## config.mk

```make
export PLATFORM = sky130hd
export DESIGN_NAME = ambient_light_brightness_control_unit
export DESIGN_NICKNAME = d
export VERILOG_FILES = /design/src/rtl/albc_pkg.sv /design/src/rtl/ambient_light_brightness_control_unit.sv
export VERILOG_INCLUDE_DIRS = /design/src /design/src/rtl
export SDC_FILE = /design/constraint.sdc
export NUM_CORES = 1
export LEC_CHECK = 0
export BUFFER_PORTS_ARGS = -buffer_cell sky130_fd_sc_hd__buf_2
export CORE_MARGIN = 1
export CORE_UTILIZATION = 55
export DETAILED_ROUTE_END_ITERATION = 12
export PLACE_DENSITY = 0.7
export SLEW_MARGIN = 30
export SYNTH_ARGS = -nofsm -noshare
export SYNTH_HDL_FRONTEND = slang
export SYNTH_SLANG_ARGS = --single-unit
```

## constraint.sdc

```tcl
create_clock -name clk -period 16.45 [get_ports clk]
set_input_delay 3.29 -clock clk [delete_from_list [all_inputs] [get_ports clk]]
set_output_delay 3.29 -clock clk [all_outputs]
set_load 0.02 [all_outputs]
```

## src/rtl/ambient_light_brightness_control_unit_defines.svh

```systemverilog
// ---------------------------------------------------------------------------
// ambient light brightness control unit: assertion macros
// concurrent checks that can be compiled out with ASSERT_OFF
// ---------------------------------------------------------------------------
`ifndef AMBIENT_LIGHT_BRIGHTNESS_CONTROL_UNIT_DEFINES_SVH
`define AMBIENT_LIGHT_BRIGHTNESS_CONTROL_UNIT_DEFINES_SVH

`ifndef ASSERT_OFF
// checked only outside reset
`define ALBC_ASSERT(lbl, prop, msg) \
	lbl: assert property (@(posedge clk) disable iff (!arst_n) prop) else $error(msg);
// checked at every edge, reset included
`define ALBC_ASSERT_ALWAYS(lbl, prop, msg) \
	lbl: assert property (@(posedge clk) prop) else $error(msg);
`else
`define ALBC_ASSERT(lbl, prop, msg)
`define ALBC_ASSERT_ALWAYS(lbl, prop, msg)
`endif

`endif

```

## src/rtl/albc_pkg.sv

```systemverilog
// ---------------------------------------------------------------------------
// albc_pkg
// widths, register indexes, codes and the log lookup of the brightness unit
// ---------------------------------------------------------------------------
package albc_pkg;

	localparam int WINDOW = 10;

	localparam int LUX_W   = 21;
	localparam int THR_W   = 17;
	localparam int INT_W   = 4;
	localparam int CODE_W  = 8;
	localparam int TERM_W  = 10;
	localparam int PROD_W  = TERM_W + INT_W;
	localparam int SMP_W   = 4;
	localparam int SMP_MAX = 15;

	localparam int SLOT_W = (WINDOW > 1) ? $clog2(WINDOW) : 1;
	localparam int CNT_W  = $clog2(WINDOW + 1);
	localparam int SUM_W  = $clog2(WINDOW * SMP_MAX + WINDOW / 2 + 1);
	localparam int ITER_W = (SUM_W > 1) ? $clog2(SUM_W) : 1;

	localparam int CFG_IDX_W  = 2;
	localparam int CFG_DATA_W = THR_W;

	localparam logic [CFG_IDX_W-1:0] REG_MAX_INTENSITY = 2'd0;
	localparam logic [CFG_IDX_W-1:0] REG_BRIGHT_THR    = 2'd1;
	localparam logic [CFG_IDX_W-1:0] REG_DIM_THR       = 2'd2;

	localparam logic [INT_W-1:0] RST_MAX_INTENSITY = 4'd15;
	localparam logic [THR_W-1:0] RST_BRIGHT_THR    = 17'd40000;
	localparam logic [THR_W-1:0] RST_DIM_THR       = 17'd10;

	localparam logic [CODE_W-1:0] CODE_NONE   = 8'd0;
	localparam logic [CODE_W-1:0] CODE_BRIGHT = 8'd32;
	localparam logic [CODE_W-1:0] CODE_NORMAL = 8'd69;
	localparam logic [CODE_W-1:0] CODE_DIM    = 8'd138;

	localparam logic [LUX_W-1:0]  LOG_FIRST = 21'd16;
	localparam logic [LUX_W-1:0]  LOG_LAST  = 21'd160;
	localparam logic [TERM_W-1:0] TERM_FULL = 10'd1000;
	localparam int                TERM_DIV  = 1000;

	// floor(1000*log10(n/16)) for n from 16 to 159
	function automatic logic [TERM_W-1:0] albc_log_term(input logic [7:0] n);
		logic [TERM_W-1:0] t;
		case (n)
			8'd16:  t = 10'd0;   8'd17:  t = 10'd26;  8'd18:  t = 10'd51;  8'd19:  t = 10'd74;
			8'd20:  t = 10'd96;  8'd21:  t = 10'd118; 8'd22:  t = 10'd138; 8'd23:  t = 10'd157;
			8'd24:  t = 10'd176; 8'd25:  t = 10'd193; 8'd26:  t = 10'd210; 8'd27:  t = 10'd227;
			8'd28:  t = 10'd243; 8'd29:  t = 10'd258; 8'd30:  t = 10'd273; 8'd31:  t = 10'd287;
			8'd32:  t = 10'd301; 8'd33:  t = 10'd314; 8'd34:  t = 10'd327; 8'd35:  t = 10'd339;
			8'd36:  t = 10'd352; 8'd37:  t = 10'd364; 8'd38:  t = 10'd375; 8'd39:  t = 10'd386;
			8'd40:  t = 10'd397; 8'd41:  t = 10'd408; 8'd42:  t = 10'd419; 8'd43:  t = 10'd429;
			8'd44:  t = 10'd439; 8'd45:  t = 10'd449; 8'd46:  t = 10'd458; 8'd47:  t = 10'd467;
			8'd48:  t = 10'd477; 8'd49:  t = 10'd486; 8'd50:  t = 10'd494; 8'd51:  t = 10'd503;
			8'd52:  t = 10'd511; 8'd53:  t = 10'd520; 8'd54:  t = 10'd528; 8'd55:  t = 10'd536;
			8'd56:  t = 10'd544; 8'd57:  t = 10'd551; 8'd58:  t = 10'd559; 8'd59:  t = 10'd566;
			8'd60:  t = 10'd574; 8'd61:  t = 10'd581; 8'd62:  t = 10'd588; 8'd63:  t = 10'd595;
			8'd64:  t = 10'd602; 8'd65:  t = 10'd608; 8'd66:  t = 10'd615; 8'd67:  t = 10'd621;
			8'd68:  t = 10'd628; 8'd69:  t = 10'd634; 8'd70:  t = 10'd640; 8'd71:  t = 10'd647;
			8'd72:  t = 10'd653; 8'd73:  t = 10'd659; 8'd74:  t = 10'd665; 8'd75:  t = 10'd670;
			8'd76:  t = 10'd676; 8'd77:  t = 10'd682; 8'd78:  t = 10'd687; 8'd79:  t = 10'd693;
			8'd80:  t = 10'd698; 8'd81:  t = 10'd704; 8'd82:  t = 10'd709; 8'd83:  t = 10'd714;
			8'd84:  t = 10'd720; 8'd85:  t = 10'd725; 8'd86:  t = 10'd730; 8'd87:  t = 10'd735;
			8'd88:  t = 10'd740; 8'd89:  t = 10'd745; 8'd90:  t = 10'd750; 8'd91:  t = 10'd754;
			8'd92:  t = 10'd759; 8'd93:  t = 10'd764; 8'd94:  t = 10'd769; 8'd95:  t = 10'd773;
			8'd96:  t = 10'd778; 8'd97:  t = 10'd782; 8'd98:  t = 10'd787; 8'd99:  t = 10'd791;
			8'd100: t = 10'd795; 8'd101: t = 10'd800; 8'd102: t = 10'd804; 8'd103: t = 10'd808;
			8'd104: t = 10'd812; 8'd105: t = 10'd817; 8'd106: t = 10'd821; 8'd107: t = 10'd825;
			8'd108: t = 10'd829; 8'd109: t = 10'd833; 8'd110: t = 10'd837; 8'd111: t = 10'd841;
			8'd112: t = 10'd845; 8'd113: t = 10'd848; 8'd114: t = 10'd852; 8'd115: t = 10'd856;
			8'd116: t = 10'd860; 8'd117: t = 10'd864; 8'd118: t = 10'd867; 8'd119: t = 10'd871;
			8'd120: t = 10'd875; 8'd121: t = 10'd878; 8'd122: t = 10'd882; 8'd123: t = 10'd885;
			8'd124: t = 10'd889; 8'd125: t = 10'd892; 8'd126: t = 10'd896; 8'd127: t = 10'd899;
			8'd128: t = 10'd903; 8'd129: t = 10'd906; 8'd130: t = 10'd909; 8'd131: t = 10'd913;
			8'd132: t = 10'd916; 8'd133: t = 10'd919; 8'd134: t = 10'd922; 8'd135: t = 10'd926;
			8'd136: t = 10'd929; 8'd137: t = 10'd932; 8'd138: t = 10'd935; 8'd139: t = 10'd938;
			8'd140: t = 10'd942; 8'd141: t = 10'd945; 8'd142: t = 10'd948; 8'd143: t = 10'd951;
			8'd144: t = 10'd954; 8'd145: t = 10'd957; 8'd146: t = 10'd960; 8'd147: t = 10'd963;
			8'd148: t = 10'd966; 8'd149: t = 10'd969; 8'd150: t = 10'd971; 8'd151: t = 10'd974;
			8'd152: t = 10'd977; 8'd153: t = 10'd980; 8'd154: t = 10'd983; 8'd155: t = 10'd986;
			8'd156: t = 10'd989; 8'd157: t = 10'd991; 8'd158: t = 10'd994; 8'd159: t = 10'd997;
			default: t = 10'd0;
		endcase
		return t;
	endfunction

	// floor(p/1000) for p up to 15000, by independent threshold compares
	function automatic logic [SMP_W-1:0] albc_div_term(input logic [PROD_W-1:0] p);
		logic [SMP_W-1:0] s;
		s = '0;
		for (int k = 1; k <= SMP_MAX; k++) begin
			if (p >= PROD_W'(k * TERM_DIV))
				s = s + SMP_W'(1);
		end
		return s;
	endfunction

endpackage

```

## src/rtl/ambient_light_brightness_control_unit.sv

```systemverilog
// ---------------------------------------------------------------------------
// ambient_light_brightness_control_unit
// lux reading to display brightness with range selection and moving average
// ---------------------------------------------------------------------------
// One input beat yields one output beat. The unit works on one reading at a
// time: after acceptance a beat passes the multiply, sample and update steps
// and the 8-step restoring divider that forms the rounded average.
// The next reading is taken as soon as the previous result sits in the output
// register, even if the consumer has not taken it yet. The sample history
// lives in a small synchronous memory read at acceptance and written back
// once per beat; it needs no clearing pass after reset. Configuration writes
// take effect at once and are expected only while no beat is in flight.
`include "ambient_light_brightness_control_unit_defines.svh"

module ambient_light_brightness_control_unit
	import albc_pkg::*;
(
	input  logic                  clk,
	input  logic                  arst_n,

	input  logic                  cfg_we,
	input  logic [CFG_IDX_W-1:0]  cfg_index,
	input  logic [CFG_DATA_W-1:0] cfg_wdata,

	input  logic                  in_valid,
	output logic                  in_ready,
	input  logic [LUX_W-1:0]      lux_sixteenths,
	input  logic                  sensor_error,

	output logic                  out_valid,
	input  logic                  out_ready,
	output logic [INT_W-1:0]      intensity,
	output logic                  range_update,
	output logic [CODE_W-1:0]     range_code
);

	localparam logic [2:0] ST_IDLE = 3'd0;
	localparam logic [2:0] ST_MUL  = 3'd1;
	localparam logic [2:0] ST_SMP  = 3'd2;
	localparam logic [2:0] ST_UPD  = 3'd3;
	localparam logic [2:0] ST_DIV  = 3'd4;
	localparam logic [2:0] ST_OUT  = 3'd5;

	logic [2:0]        state_q;
	logic [INT_W-1:0]  max_int_q;
	logic [THR_W-1:0]  bright_thr_q;
	logic [THR_W-1:0]  dim_thr_q;
	logic [SUM_W-1:0]  sum_q;
	logic [CNT_W-1:0]  cnt_q;
	logic [SLOT_W-1:0] slot_q;
	logic [ITER_W-1:0] iter_q;
	logic              out_valid_q;

	logic [TERM_W-1:0] term_q;
	logic [PROD_W-1:0] prod_q;
	logic [SMP_W-1:0]  sample_q;
	logic              update_q;
	logic [CODE_W-1:0] code_q;
	logic [SUM_W-1:0]  dvd_q;
	logic [CNT_W-1:0]  dvs_q;
	logic [CNT_W-1:0]  rem_q;
	logic [INT_W-1:0]  intensity_q;
	logic              range_update_q;
	logic [CODE_W-1:0] range_code_q;

	logic [SMP_W-1:0]  ring_mem [WINDOW];
	logic [SMP_W-1:0]  ring_rd_q;

	logic              accept;
	logic              ring_we;
	logic              out_load;
	logic [TERM_W-1:0] term_d;
	logic [CODE_W-1:0] code_d;
	logic              full;
	logic [SUM_W-1:0]  sum_d;
	logic [CNT_W-1:0]  cnt_d;
	logic [SLOT_W-1:0] slot_d;
	logic [CNT_W:0]    rem_shift;
	logic              q_bit;
	logic [CNT_W-1:0]  rem_d;

	assign accept   = in_valid && in_ready;
	assign in_ready = (state_q == ST_IDLE);
	assign ring_we  = (state_q == ST_UPD);
	assign out_load = (state_q == ST_OUT) && (!out_valid_q || out_ready);

	// range code and log term straight from the input beat
	always_comb begin
		if (lux_sixteenths > {bright_thr_q, 4'b0000})
			code_d = CODE_BRIGHT;
		else if (lux_sixteenths > {dim_thr_q, 4'b0000})
			code_d = CODE_NORMAL;
		else
			code_d = CODE_DIM;
		if (sensor_error)
			code_d = CODE_NONE;

		if (sensor_error || lux_sixteenths < LOG_FIRST)
			term_d = '0;
		else if (lux_sixteenths >= LOG_LAST)
			term_d = TERM_FULL;
		else
			term_d = albc_log_term(lux_sixteenths[7:0]);
	end

	// running sum and fill count update
	always_comb begin
		full = (cnt_q == CNT_W'(WINDOW));
		if (full) begin
			sum_d = sum_q - SUM_W'(ring_rd_q) + SUM_W'(sample_q);
			cnt_d = cnt_q;
		end else begin
			sum_d = sum_q + SUM_W'(sample_q);
			cnt_d = cnt_q + CNT_W'(1);
		end
		if (slot_q == SLOT_W'(WINDOW - 1))
			slot_d = '0;
		else
			slot_d = slot_q + SLOT_W'(1);
	end

	// one restoring divide step, quotient shifts into the dividend register
	always_comb begin
		rem_shift = {rem_q, dvd_q[SUM_W-1]};
		q_bit     = (rem_shift >= {1'b0, dvs_q});
		if (q_bit)
			rem_d = CNT_W'(rem_shift - {1'b0, dvs_q});
		else
			rem_d = rem_shift[CNT_W-1:0];
	end

	// sample history memory, read at acceptance, written in the update step
	always_ff @(posedge clk) begin
		if (ring_we)
			ring_mem[slot_q] <= sample_q;
		if (accept)
			ring_rd_q <= ring_mem[slot_q];
	end

	always_ff @(posedge clk or negedge arst_n) begin
		if (!arst_n) begin
			state_q      <= ST_IDLE;
			max_int_q    <= RST_MAX_INTENSITY;
			bright_thr_q <= RST_BRIGHT_THR;
			dim_thr_q    <= RST_DIM_THR;
			sum_q        <= '0;
			cnt_q        <= '0;
			slot_q       <= '0;
			iter_q       <= '0;
			out_valid_q  <= 1'b0;
		end else begin
			if (cfg_we) begin
				case (cfg_index)
					REG_MAX_INTENSITY: max_int_q    <= cfg_wdata[INT_W-1:0];
					REG_BRIGHT_THR:    bright_thr_q <= cfg_wdata[THR_W-1:0];
					REG_DIM_THR:       dim_thr_q    <= cfg_wdata[THR_W-1:0];
					default: ;
				endcase
			end
			if (out_load)
				out_valid_q <= 1'b1;
			else if (out_valid_q && out_ready)
				out_valid_q <= 1'b0;
			case (state_q)
				ST_IDLE: begin
					if (accept)
						state_q <= ST_MUL;
				end
				ST_MUL: state_q <= ST_SMP;
				ST_SMP: state_q <= ST_UPD;
				ST_UPD: begin
					sum_q   <= sum_d;
					cnt_q   <= cnt_d;
					slot_q  <= slot_d;
					iter_q  <= ITER_W'(SUM_W - 1);
					state_q <= ST_DIV;
				end
				ST_DIV: begin
					if (iter_q == '0)
						state_q <= ST_OUT;
					else
						iter_q <= iter_q - ITER_W'(1);
				end
				ST_OUT: begin
					if (out_load)
						state_q <= ST_IDLE;
				end
				default: state_q <= ST_IDLE;
			endcase
		end
	end

	always_ff @(posedge clk) begin
		if (accept) begin
			term_q   <= term_d;
			update_q <= !sensor_error;
			code_q   <= code_d;
		end
		if (state_q == ST_MUL)
			prod_q <= PROD_W'(term_q) * PROD_W'(max_int_q);
		if (state_q == ST_SMP)
			sample_q <= albc_div_term(prod_q);
		if (state_q == ST_UPD) begin
			dvd_q <= sum_d + SUM_W'(cnt_d >> 1);
			dvs_q <= cnt_d;
			rem_q <= '0;
		end
		if (state_q == ST_DIV) begin
			dvd_q <= {dvd_q[SUM_W-2:0], q_bit};
			rem_q <= rem_d;
		end
		if (out_load) begin
			intensity_q    <= dvd_q[INT_W-1:0];
			range_update_q <= update_q;
			range_code_q   <= code_q;
		end
	end

	assign out_valid    = out_valid_q;
	assign intensity    = intensity_q;
	assign range_update = range_update_q;
	assign range_code   = range_code_q;

	`ALBC_ASSERT_ALWAYS(a_slot_range, !arst_n || slot_q < SLOT_W'(WINDOW), "write slot out of range")
	`ALBC_ASSERT(a_one_beat, accept |=> !in_ready, "second beat taken while one is in flight")
	`ALBC_ASSERT(a_cnt_range, cnt_q <= CNT_W'(WINDOW), "fill count beyond window")
	`ALBC_ASSERT(a_sum_bound, 12'(sum_q) <= 12'(cnt_q) * 12'(SMP_MAX), "sum exceeds filled samples")
	`ALBC_ASSERT(a_out_after_div, $rose(out_valid_q) |-> $past(state_q) == ST_OUT, "result not from divider")

endmodule

```

==> results.cfg <==
[global_routing]
number_of_global_route_vias_before_repair = 9343
globalRouteOverflowTotal = 0
grt_pass1_wl_um = 45800
antenna_found_initial = 0
pin_count_of_the_biggest_net_entering_global_routing = 65
grt_usage = 0.243

[min_path]
hold_path_class = flop to flop

[clock_network]
cts_num_sinks = 158
clk_latency_ns = 0.43
cts_hold_buf = 0
cts_repair_resize_count = 0
worst_setup_hold_path_clk_slew_ns = 0.07
clock_tree.root_cell = sky130_fd_sc_hd__clkbuf_16
htreeDepth = 4
setup_bufs_post_cts = 0
cts_buffers = 17
cts_tree = done
cts_buffer_depth = 2

[synth]
synth_top_area_cell = sky130_fd_sc_hd__edfxtp_1
postSynth.asyncResetShare = 0.386
synthFlopType = sky130_fd_sc_hd__edfxtp_1
synth-edff-count = 97
seq_area_frac_synth = 0.354
synth_fp_nets = 1486
yosys-top-cells-area = sky130_fd_sc_hd__edfxtp_1 (23%), sky130_fd_sc_hd__ha_1 (11%), sky130_fd_sc_hd__dfrtp_1 (10%), sky130_fd_sc_hd__mux2_2 (3.7%), sky130_fd_sc_hd__fa_1 (3.7%)
postSynthRegisterBits = 158
syn_area_mm2 = 0.0126
synth_cell_types = 86
netlist_instances = 1310
synthesis.yosys.warnings = 0
synthTopCellsByCount = sky130_fd_sc_hd__nand2_1 (117), sky130_fd_sc_hd__inv_1 (113), sky130_fd_sc_hd__ha_1 (107)
yosys.area.top_type_share = 0.232
synth_most_common_cell = sky130_fd_sc_hd__nand2_1
synthesis.area_per_instance_um2 = 9.60

[critical_path]
worst_path_max_delay_cell = sky130_fd_sc_hd__edfxtp_1
path_buf_inv = 2
crit-reg2reg-capture = sample_q[1]
worstSetupStartpoint = prod_q[10]
critical_path_arrival_ns = 8.47
crit_path_end_kind = flop
path_max_fanout = 12
worst_path_largest_cell_delay_ns = 0.57
path_common_cell = sky130_fd_sc_hd__ha_1
startpoint_type = flop
rr_startpoint = prod_q[10]
cp.depth = 37
r2r_cells = 37
criticalPathCategory = flop to flop
timing.critical_path.max_delay_family = adder cells
setup.worst_path.end = sample_q[1]
worst_ep_required_time_ns = 16.63
setup.reg_to_reg.worst_slack_ns = 8.17

[floorplan]
top_level_ports = 61
chipWidth_um = 153
fp.dieArea_mm2 = 0.0235
row_count = 54
initial_core_util = 0.569
floorplan.core_area_mm2 = 0.0221
die_height_um = 153

[finish]
design_area_mm2 = 0.0135
fillerInstances = 1831
diodes = 0
final_core_util = 0.613
syn_to_final_growth_pct = 7.62
fin_nets = 1493
post_layout_nonfiller_instances = 1610
ratio_of_cells_with_drive_above_1_in_the_final_layout = 0.147

[routing]
routedWlPerCell_um = 16.9
totalWireLength_um = 27200
ant_nets = 0
first_pass_iters = 5
detailroute.via_count = 9499
avgViaCountPerCell = 5.90
detail_route.iter0.violations = 781
remaining_drc_errors = 0

[timing]
finalCriticalPeriod_ns = 8.28
fin_hold_ws_ns = 0.422
grt_setup_unrepaired = false
final-setup-viol-count = 0
drv_slew = 0
postLayoutSetupSlackWorst_ns = 8.17
max-slew-margin-rel = 0.360
finalClockSkew_ns = 0.0100
tightestPinTransition_ns = 0.957
setup_tns_ns = 0
fmax_ghz = 0.121
post-route-period-util = 0.503
timing.final.hold_violations = 0

[pwr]
cellPowerDensity_mw_per_mm2 = 246
irDropWorstVdd_mv = 0.226
p_total_mw = 3.33
p_leak_nw = 5.84

[placed_design]
dp.final_hpwl_um = 20100
number_of_buffers_inserted_by_port_buffering = 59
post-place-cells = 1578
gpl.final_weighted_congestion = 0.908
placement.setup.worst_slack_ns = 8.28
placed_area_mm2 = 0.0129

[outcome]
status = finished, final reports clean

[job]
cap_viol_max_count = 0
## per-layer routing
layer,vias to the layer above,track usage,share of wire,routed length (µm)
met5,-,0,0,0
met4,0,0.0702,0.015,395
met3,30,0.0403,0.053,1440
met2,284,0.409,0.48,13100
met1,4513,0.323,0.45,12300
li1,4672,-,-,-
## cell type report
class,count,area [µm²],area share
clock buffers,18,439,0.0325
multi-input cells,960,7380,0.545
inverters,118,448,0.0331
clock inverters,14,148,0.0109
flip-flops and latches,158,4450,0.329
repair buffers,62,318,0.0235
well taps,280,350,0.0259
## where the power goes
| part | internal, mW | switching, mW | total (mW) |
|---|---|---|---|
| Sequential | 0.606 | 0.129 | 0.735 |
| Clock | 0.218 | 0.175 | 0.394 |
| Combinational | 1.03 | 1.18 | 2.20 |
| Total | 1.85 | 1.48 | 3.33 |
## cells by family (layout without fill, tap and decap cells)
group | count (synthesis) | count (layout) | share of synthesized area
compound gates | 312 | 312 | 0.160
xor+xnor | 76 | 76 | 0.0637
fa+ha+maj | 130 | 130 | 0.143
buf+inv | 192 | 212 | 0.0608
flops | 158 | 158 | 0.354
mux | 70 | 70 | 0.0761
other cells | 1 | 1 | 0.000298
simple gates | 371 | 371 | 0.142
## sequential cells by signal (all words and copies together), names as in the netlist, 8 cells and up
signal        count
prod_q           11
ring_mem         40
dvd_q             8
dim_thr_q        17
bright_thr_q     17
term_q           10
sum_q             8
## worst min path at each step
stage               depth (start not counted)            end  startpoint
CTS                                         0  range_code[6]   code_q[6]
finish                                      0  range_code[6]   code_q[6]
floorplan                                   0  range_code[3]   code_q[3]
detailed placement                          0  range_code[6]   code_q[6]
global placement                            0  range_code[6]   code_q[6]
global route                                0  range_code[6]   code_q[6]
## worst reg2reg max path, delay by kind of cell (launching register included)
family | cells | cell delay [ns]
AO/OA/AOI/OAI | 10 | 1.70
XOR/XNOR | 5 | 1.01
adder cells (fa/ha/maj) | 8 | 2.56
buffers and inverters | 2 | 0.24
flip-flops | 1 | 0.57
multiplexers | 3 | 0.73
AND/OR/NAND/NOR | 9 | 1.26
## placed cells by master, fill, tap and decap left out, types with 23 or more instances in the layout
cell type / count
sky130_fd_sc_hd__and2_1: 26
sky130_fd_sc_hd__a21oi_1: 86
sky130_fd_sc_hd__fa_1: 23
sky130_fd_sc_hd__xnor2_1: 43
sky130_fd_sc_hd__nor3_1: 24
sky130_fd_sc_hd__nor2_1: 99
sky130_fd_sc_hd__a21o_1: 25
sky130_fd_sc_hd__dfrtp_1: 50
sky130_fd_sc_hd__xor2_1: 23
sky130_fd_sc_hd__edfxtp_1: 97
sky130_fd_sc_hd__inv_1: 113
sky130_fd_sc_hd__mux2_2: 41
sky130_fd_sc_hd__buf_2: 59
sky130_fd_sc_hd__o21ai_0: 78
sky130_fd_sc_hd__ha_1: 107
sky130_fd_sc_hd__nand2_1: 117
(Power assumes the default switching activity.)
